<file path="config.mk">
export PLATFORM = sky130hd
export DESIGN_NAME = source_char_tokenizer
export DESIGN_NICKNAME = d
export VERILOG_FILES = /design/src/hw/rtl/sct_pkg.sv /design/src/hw/rtl/source_char_tokenizer.sv
export SDC_FILE = /design/constraint.sdc
export NUM_CORES = 1
export LEC_CHECK = 0
export BUFFER_PORTS_ARGS = -buffer_cell sky130_fd_sc_hd__buf_4
export CAP_MARGIN = 15
export CORE_MARGIN = 1.5
export CORE_UTILIZATION = 45
export CTS_BUF_LIST = sky130_fd_sc_hd__clkbuf_4
export CTS_CLUSTER_SIZE = 14
export DETAILED_ROUTE_END_ITERATION = 10
export GPL_ROUTABILITY_DRIVEN = 0
export GPL_TIMING_DRIVEN = 0
export SLEW_MARGIN = 20
export SYNTH_ARGS = -nofsm -noshare
export SYNTH_HDL_FRONTEND = slang
export SYNTH_SLANG_ARGS = --single-unit
export TNS_END_PERCENT = 30
</file>
<file path="constraint.sdc">
create_clock -name i_clk -period 6.1 [get_ports i_clk]
set_clock_uncertainty 0.15 [all_clocks]
set_input_delay 0.61 -clock i_clk [delete_from_list [all_inputs] [get_ports i_clk]]
set_output_delay 0.61 -clock i_clk [all_outputs]
set_load 0.02 [all_outputs]
</file>
<file path="src/hw/rtl/sct_pkg.sv">
// ----------------------------------------------------------------------------
// sct_pkg
// Shared types, token codes and character classes for the source tokenizer.
// ----------------------------------------------------------------------------
package sct_pkg;

    // Input item: one source byte or the end marker.
    typedef struct packed {
        logic [7:0] character;
        logic       end_of_text;
    } t_in_item;

    // Result item: one token event.
    typedef struct packed {
        logic [4:0] token_kind;
        logic       appends_char;
        logic [7:0] token_char;
        logic       last_of_run;
    } t_out_item;

    // Token kinds
    localparam logic [4:0] K_LESS          = 5'd0;
    localparam logic [4:0] K_GREATER       = 5'd1;
    localparam logic [4:0] K_LPAR          = 5'd2;
    localparam logic [4:0] K_LSQB          = 5'd3;
    localparam logic [4:0] K_LBRACE        = 5'd4;
    localparam logic [4:0] K_RPAR          = 5'd5;
    localparam logic [4:0] K_RSQB          = 5'd6;
    localparam logic [4:0] K_RBRACE        = 5'd7;
    localparam logic [4:0] K_EQUAL         = 5'd8;
    localparam logic [4:0] K_PLUS          = 5'd9;
    localparam logic [4:0] K_MINUS         = 5'd10;
    localparam logic [4:0] K_STAR          = 5'd11;
    localparam logic [4:0] K_SLASH         = 5'd12;
    localparam logic [4:0] K_BSLASH        = 5'd13;
    localparam logic [4:0] K_COLON         = 5'd14;
    localparam logic [4:0] K_COMMA         = 5'd16;
    localparam logic [4:0] K_DOT           = 5'd17;
    localparam logic [4:0] K_TILDE         = 5'd18;
    localparam logic [4:0] K_AMPER         = 5'd19;
    localparam logic [4:0] K_VBAR          = 5'd20;
    localparam logic [4:0] K_CARET         = 5'd21;
    localparam logic [4:0] K_STRING        = 5'd22;
    localparam logic [4:0] K_NAME          = 5'd23;
    localparam logic [4:0] K_NUMBER        = 5'd24;
    localparam logic [4:0] K_EQ_EQUAL      = 5'd25;
    localparam logic [4:0] K_NOT_EQUAL     = 5'd26;
    localparam logic [4:0] K_LESS_EQUAL    = 5'd27;
    localparam logic [4:0] K_GREATER_EQUAL = 5'd28;
    localparam logic [4:0] K_NEW_LINE      = 5'd29;
    localparam logic [4:0] K_FILE_END      = 5'd30;
    localparam logic [4:0] K_NONE          = 5'd31;

    // Copy modes
    localparam logic [1:0] CM_NONE   = 2'd0;
    localparam logic [1:0] CM_NUMBER = 2'd1;
    localparam logic [1:0] CM_STRING = 2'd2;
    localparam logic [1:0] CM_NAME   = 2'd3;

    // Pending operator codes
    localparam logic [2:0] PEND_NONE    = 3'd0;
    localparam logic [2:0] PEND_LESS    = 3'd1;
    localparam logic [2:0] PEND_GREATER = 3'd2;
    localparam logic [2:0] PEND_EQUAL   = 3'd3;
    localparam logic [2:0] PEND_BANG    = 3'd4;

    // Character codes
    localparam logic [7:0] CH_SEMIC = 8'h3B;
    localparam logic [7:0] CH_UNDER = 8'h5F;
    localparam logic [7:0] CH_EQUAL = 8'h3D;
    localparam logic [7:0] CH_LESS  = 8'h3C;
    localparam logic [7:0] CH_GREAT = 8'h3E;
    localparam logic [7:0] CH_BANG  = 8'h21;
    localparam logic [7:0] CH_DQUOT = 8'h22;
    localparam logic [7:0] CH_SQUOT = 8'h27;
    localparam logic [7:0] CH_DOT   = 8'h2E;

    function automatic logic is_digit(input logic [7:0] c);
        return (c >= 8'h30) && (c <= 8'h39);
    endfunction

    function automatic logic is_alpha(input logic [7:0] c);
        return ((c >= 8'h61) && (c <= 8'h7A)) || ((c >= 8'h41) && (c <= 8'h5A));
    endfunction

    function automatic logic is_quote(input logic [7:0] c);
        return (c == CH_DQUOT) || (c == CH_SQUOT);
    endfunction

    // Kind of a plain single-character token, K_NONE if the byte has none.
    function automatic logic [4:0] single_kind(input logic [7:0] c);
        logic [4:0] k;
        unique case (c)
            8'h28:   k = K_LPAR;
            8'h5B:   k = K_LSQB;
            8'h7B:   k = K_LBRACE;
            8'h29:   k = K_RPAR;
            8'h5D:   k = K_RSQB;
            8'h7D:   k = K_RBRACE;
            8'h2B:   k = K_PLUS;
            8'h2D:   k = K_MINUS;
            8'h2A:   k = K_STAR;
            8'h2F:   k = K_SLASH;
            8'h5C:   k = K_BSLASH;
            8'h3A:   k = K_COLON;
            8'h2C:   k = K_COMMA;
            8'h2E:   k = K_DOT;
            8'h7E:   k = K_TILDE;
            8'h26:   k = K_AMPER;
            8'h7C:   k = K_VBAR;
            8'h5E:   k = K_CARET;
            default: k = K_NONE;
        endcase
        return k;
    endfunction

endpackage

</file>
<file path="src/hw/rtl/source_char_tokenizer.sv">
// ----------------------------------------------------------------------------
// source_char_tokenizer
// Byte-stream lexer: turns source bytes into token start and append items.
// ----------------------------------------------------------------------------
// Input items are registered, then decoded into the result queue that drives the output port.
// Throughput: one input item per cycle while the result queue has room; an item
// that yields two result items (pending operator flushed ahead of another token)
// needs both entries of the two-entry result queue, drained through one output port.
// Reset (i_rst_n low, synchronous): empty input register and result queue,
// no copy mode, no pending operator.
module source_char_tokenizer (
    input  logic                 i_clk,
    input  logic                 i_rst_n,
    // input channel
    input  logic                 i_in_valid,
    input  sct_pkg::t_in_item    i_in_item,
    output logic                 o_in_stall,
    // output channel
    output logic                 o_out_valid,
    output sct_pkg::t_out_item   o_out_item,
    input  logic                 i_out_stall
);
    import sct_pkg::*;

    // Input register: holds one item until the result queue has room for it.
    logic       r_in_valid;
    t_in_item   r_in;

    // Lexer state
    logic [1:0] r_copy_mode, n_copy_mode;
    logic [2:0] r_pending,   n_pending;

    // Result queue: entry 0 is the head shown on the output port.
    t_out_item  r_q [2];
    t_out_item  n_q [2];
    logic [1:0] r_cnt, n_cnt;

    // Decode of the registered item
    t_out_item  flush_res, main_res, res0, res1;
    logic       flush_vld, main_vld;
    logic [1:0] n_res;
    logic [1:0] cnt_after_pop;
    logic       pop, proc;
    logic [7:0] c;

    assign c           = r_in.character;
    assign o_out_valid = (r_cnt != 2'd0);
    assign o_out_item  = r_q[0];
    assign pop         = o_out_valid && !i_out_stall;

    // ------------------------------------------------------------------
    // Token decode: at most a flushed operator followed by one main token.
    // ------------------------------------------------------------------
    always_comb begin
        flush_vld   = 1'b0;
        main_vld    = 1'b0;
        flush_res   = '0;
        main_res    = '0;
        n_copy_mode = r_copy_mode;
        n_pending   = r_pending;

        // A pending '<', '>' or '=' that finds no partner becomes its own token;
        // a lone '!' yields nothing.
        unique case (r_pending)
            PEND_LESS: begin
                flush_vld = 1'b1;
                flush_res.token_kind = K_LESS;
            end
            PEND_GREATER: begin
                flush_vld = 1'b1;
                flush_res.token_kind = K_GREATER;
            end
            PEND_EQUAL: begin
                flush_vld = 1'b1;
                flush_res.token_kind = K_EQUAL;
            end
            default: flush_vld = 1'b0;
        endcase

        if (r_in.end_of_text) begin
            // End marker: flush, then file end; back to a clean state.
            main_vld            = 1'b1;
            main_res.token_kind = K_FILE_END;
            n_copy_mode         = CM_NONE;
            n_pending           = PEND_NONE;
        end else if (c == CH_SEMIC) begin
            // Row end also drops out of any string.
            main_vld            = 1'b1;
            main_res.token_kind = K_NEW_LINE;
            n_copy_mode         = CM_NONE;
            n_pending           = PEND_NONE;
        end else if ((r_pending != PEND_NONE) && (c == CH_EQUAL)) begin
            // Operator pair: the '=' is consumed, nothing is flushed.
            flush_vld = 1'b0;
            main_vld  = 1'b1;
            n_pending = PEND_NONE;
            unique case (r_pending)
                PEND_LESS:    main_res.token_kind = K_LESS_EQUAL;
                PEND_GREATER: main_res.token_kind = K_GREATER_EQUAL;
                PEND_EQUAL:   main_res.token_kind = K_EQ_EQUAL;
                PEND_BANG:    main_res.token_kind = K_NOT_EQUAL;
                default:      main_res.token_kind = K_LESS;
            endcase
        end else begin
            n_pending = PEND_NONE;
            if (r_copy_mode == CM_STRING) begin
                // Closing quote ends the string; anything else is appended.
                if (is_quote(c)) begin
                    n_copy_mode = CM_NONE;
                end else begin
                    main_vld              = 1'b1;
                    main_res.token_kind   = K_STRING;
                    main_res.appends_char = 1'b1;
                    main_res.token_char   = c;
                end
            end else if ((r_copy_mode == CM_NUMBER) && (is_digit(c) || (c == CH_DOT))) begin
                main_vld              = 1'b1;
                main_res.token_kind   = K_NUMBER;
                main_res.appends_char = 1'b1;
                main_res.token_char   = c;
            end else if ((r_copy_mode == CM_NAME)
                         && (is_alpha(c) || is_digit(c) || (c == CH_UNDER))) begin
                main_vld              = 1'b1;
                main_res.token_kind   = K_NAME;
                main_res.appends_char = 1'b1;
                main_res.token_char   = c;
            end else begin
                // Start of a new token; any name or number ends here.
                n_copy_mode = CM_NONE;
                priority if (c == CH_LESS) begin
                    n_pending = PEND_LESS;
                end else if (c == CH_GREAT) begin
                    n_pending = PEND_GREATER;
                end else if (c == CH_EQUAL) begin
                    n_pending = PEND_EQUAL;
                end else if (c == CH_BANG) begin
                    n_pending = PEND_BANG;
                end else if (is_quote(c)) begin
                    main_vld            = 1'b1;
                    main_res.token_kind = K_STRING;
                    n_copy_mode         = CM_STRING;
                end else if (is_digit(c)) begin
                    main_vld            = 1'b1;
                    main_res.token_kind = K_NUMBER;
                    main_res.token_char = c;
                    n_copy_mode         = CM_NUMBER;
                end else if (is_alpha(c) || (c == CH_UNDER)) begin
                    main_vld            = 1'b1;
                    main_res.token_kind = K_NAME;
                    main_res.token_char = c;
                    n_copy_mode         = CM_NAME;
                end else begin
                    main_res.token_kind = single_kind(c);
                    main_vld            = (main_res.token_kind != K_NONE);
                end
            end
        end
    end

    // Order the results and mark the last one of the item.
    always_comb begin
        res0 = flush_vld ? flush_res : main_res;
        res1 = main_res;
        n_res = {1'b0, flush_vld} + {1'b0, main_vld};
        if (flush_vld && main_vld) begin
            res1.last_of_run = 1'b1;
        end else begin
            res0.last_of_run = 1'b1;
        end
    end

    // Process the held item once the queue, after this cycle's pop, has room.
    assign cnt_after_pop = r_cnt - {1'b0, pop};
    assign proc          = r_in_valid && (n_res <= (2'd2 - cnt_after_pop));
    assign o_in_stall    = r_in_valid && !proc;

    // Queue update: shift out the head on pop, then append new results.
    always_comb begin
        n_q   = r_q;
        n_cnt = r_cnt;
        if (pop) begin
            n_q[0] = r_q[1];
            n_cnt  = cnt_after_pop;
        end
        if (proc) begin
            unique case (n_res)
                2'd1: n_q[n_cnt[0]] = res0;
                2'd2: begin
                    n_q[0] = res0;
                    n_q[1] = res1;
                end
                default: n_q = n_q;
            endcase
            n_cnt = n_cnt + n_res;
        end
    end

    // Control registers
    always_ff @(posedge i_clk) begin
        if (!i_rst_n) begin
            r_in_valid  <= 1'b0;
            r_cnt       <= 2'd0;
            r_copy_mode <= CM_NONE;
            r_pending   <= PEND_NONE;
        end else begin
            if (proc || !r_in_valid) begin
                r_in_valid <= i_in_valid;
            end
            r_cnt <= n_cnt;
            if (proc) begin
                r_copy_mode <= n_copy_mode;
                r_pending   <= n_pending;
            end
        end
    end

    // Payload registers: hold while stalled, advance otherwise.
    always_ff @(posedge i_clk) begin
        if (proc || !r_in_valid) begin
            r_in <= i_in_item;
        end
        r_q <= n_q;
    end

endmodule
</file>
==> flow_summary.json <==
{
  "status": "complete, no violations",
  "fp-row-count": 32,
  "syn_nets": 431,
  "synth_ff_type": "edfxtp_1",
  "layoutNonFillerInstCount": 549,
  "drt_iter0_drc": 258,
  "cap_violations": 0,
  "drc": 0,
  "ys_types": 86,
  "clockBufferDepth": 2,
  "total_leakage_power_nw": 1.69,
  "tns_ns": 0,
  "synth_top_area_share_pct": 19.5,
  "final_area_sq_um": 4110,
  "max_freq_mhz": 175,
  "ant_nets": 0,
  "synth.area.top_cells": "edfxtp_1 (20%), dfxtp_1 (12%), mux2i_1 (4.3%)",
  "io_pins": 30,
  "fin_util_pct": 52.4,
  "post_cts_buffers": 0,
  "die_h_um": 93.6,
  "power.density_nw_per_um2": 441,
  "first_global_vias": 3079,
  "crit_path_end_kind": "flop",
  "hp-class": "primary input to flop",
  "async_flop_share_pct": 0,
  "rsz0062_at_grt": "false",
  "clk_latency_ns": 0.38,
  "yosysWarnings": 0,
  "ir_worst_vdd_mv": 0.151,
  "vias": 3362,
  "syn2layout_area_growth_pct": 11.4,
  "clock_sinks": 47,
  "first_pass_iters": 7,
  "crit_type": "flop to flop",
  "cts_buffers": 5,
  "ctsResizeCount": 0,
  "die_w_um": 93.6,
  "grt_max_degree": 18,
  "n_antenna_cell": 0,
  "synth_top_cell_by_area": "edfxtp_1",
  "hold_violations": 0,
  "antenna_found_initial": 0,
  "viasPerCell": 6.12,
  "relSlewSlack_pct": 31.5,
  "drive_gt1_share_pct": 23.5,
  "syn_area_per_cell_sq_um": 8.99,
  "nets": 466,
  "grt_overflow": 0,
  "setup_ws_ns": 0.381,
  "syn_area_sq_um": 3690,
  "ys_ff_latch": 47,
  "avgRoutedWirePerCell_um": 18.1,
  "pre_cts_slack_ns": 0.382,
  "setup_violations": 0,
  "post-route-min-period_ns": 5.72,
  "htreeDepth": 2,
  "wl_mm": 9.91,
  "ctsHoldBuffers": 0,
  "cp-start-kind": "flop",
  "cts_tree": "yes",
  "placed_cells": 541,
  "clock-root-buffer": "clkbuf_4",
  "synth_edf_count": 24,
  "ys_seq_area_share_pct": 32.0,
  "final_cell_mix": "buf_4 (44), nor2_1 (31), nand2_1 (30), a21oi_1 (30)",
  "worstMarginPinSlew_ns": 1.02,
  "core_area_sq_um": 7850,
  "required_ns": 6.25,
  "grt_pass1_wl_mm": 16.0,
  "track_usage_pct": 23.5,
  "synthCells": 411,
  "period_share_pct": 93.8,
  "place_hpwl_mm": 7.37,
  "numPortBuffers": 28,
  "start_util_pct": 47.1,
  "die-area_sq_um": 8760,
  "critPathMaxFanout": 17,
  "place_area_sq_um": 4030,
  "cp.arrival_ns": 5.87,
  "final.fill_count": 771,
  "layout_commonest_cell": "buf_4",
  "drv_slew": 0,
  "clk_pin_slew_worst_paths_ns": 0.14
}
[layer usage]
metal | GRT usage, % | up-vias | wire, um | part of all wire (%)
li1 | - | 1600 | - | -
met1 | 31.7 | 1583 | 4500 | 45
met2 | 38.1 | 150 | 4520 | 46
met3 | 2.85 | 29 | 529 | 5.3
met4 | 9.45 | 0 | 369 | 3.7
met5 | 0 | - | 0 | 0
[cells in the mapped netlist (3+ instances only)]
| cell | count |
|---|---|
| o32ai_2 | 6 |
| nand4_1 | 4 |
| o31ai_1 | 5 |
| ha_1 | 7 |
| xnor2_1 | 4 |
| nand2_1 | 30 |
| nor2b_1 | 5 |
| a21o_1 | 4 |
| o21ai_0 | 24 |
| or3_1 | 4 |
| nor3_1 | 13 |
| mux2i_1 | 16 |
| clkbuf_1 | 5 |
| or2_2 | 3 |
| o221ai_1 | 3 |
| o22ai_1 | 4 |
| clkbuf_8 | 8 |
| nor2_1 | 31 |
| a32o_1 | 3 |
| a32oi_1 | 4 |
| and2b_2 | 3 |
| nor4_1 | 4 |
| nand3_1 | 13 |
| buf_4 | 16 |
| a21oi_1 | 30 |
| inv_1 | 19 |
| edfxtp_1 | 24 |
| dfxtp_1 | 23 |
| buf_2 | 5 |
| buf_6 | 4 |
| o211ai_1 | 8 |
| o21a_1 | 7 |
[final cells by class]
type / instances / area [sq um] / area share, %
Clock buffer: 7 / 52.6 / 1.28
Sequential cell: 47 / 1180 / 28.7
Timing Repair Buffer: 28 / 210 / 5.11
Inverter: 21 / 78.8 / 1.92
Clock inverter: 1 / 30.0 / 0.730
Tap cell: 102 / 128 / 3.10
Multi-Input combinational cell: 300 / 2070 / 50.4
Buffer: 43 / 360 / 8.76
[power by group]
group	switching [mW]	internal, mW	total [mW]
Clock	0.105	0.0960	0.201
Combinational	0.642	0.457	1.10
Sequential	0.0536	0.461	0.514
Total	0.800	1.01	1.81
[cells by family after synthesis]
kind of cell | share of synthesized area [%]
flip-flops | 32.0
adder cells (fa/ha/maj) | 2.37
buffers and inverters | 11.9
AND/OR/NAND/NOR | 21.1
AO/OA/AOI/OAI | 26.9
multiplexers | 4.34
XOR/XNOR | 1.42
[through the flow]
step | hold WS, ns | power, mW
5_1_grt | 0.249 | 1.95
3_5_place_dp | 0.387 | 1.61
2_1_floorplan | 0.355 | 1.33
3_3_place_gp | 0.389 | 1.60
4_1_cts | 0.257 | 1.81
6_report | 0.261 | 1.81
[critical path, cell delays in order (launching register included)]
cell,delay [ns]
edfxtp_1,0.43
buf_6,0.17
or4b_4,0.57
o32ai_2,0.37
a21oi_1,0.14
a31oi_2,0.39
nor4_1,0.16
o21ba_2,0.24
ha_1,0.30
clkbuf_1,0.23
inv_2,0.22
ha_1,0.18
nor2b_1,0.04
o21ai_0,0.53
nand3_1,0.35
inv_1,0.66
nand3_4,0.22
o32ai_2,0.29
[final timing paths]
path	to	cells past startpoint	startpoint	slack (ns)
worst max-delay path	o_out_item[2]	17	c[7]	0.38
worst min-delay path	c[2]	1	i_in_item[3]	0.26
worst max register to register	o_out_item[2]	17	c[7]	0.38
worst min register to register	o_out_item[5]	2	o_out_item[5]	0.41
[registers in the layout, summed over array words and instances, names as in the netlist]
register	cells
o_out_item	15
r_q	15
c	8
r_pending	3
r_cnt	2
r_copy_mode	2
r_in	1
r_in_valid	1
Note: power is estimated with default switching activity, not from simulation.
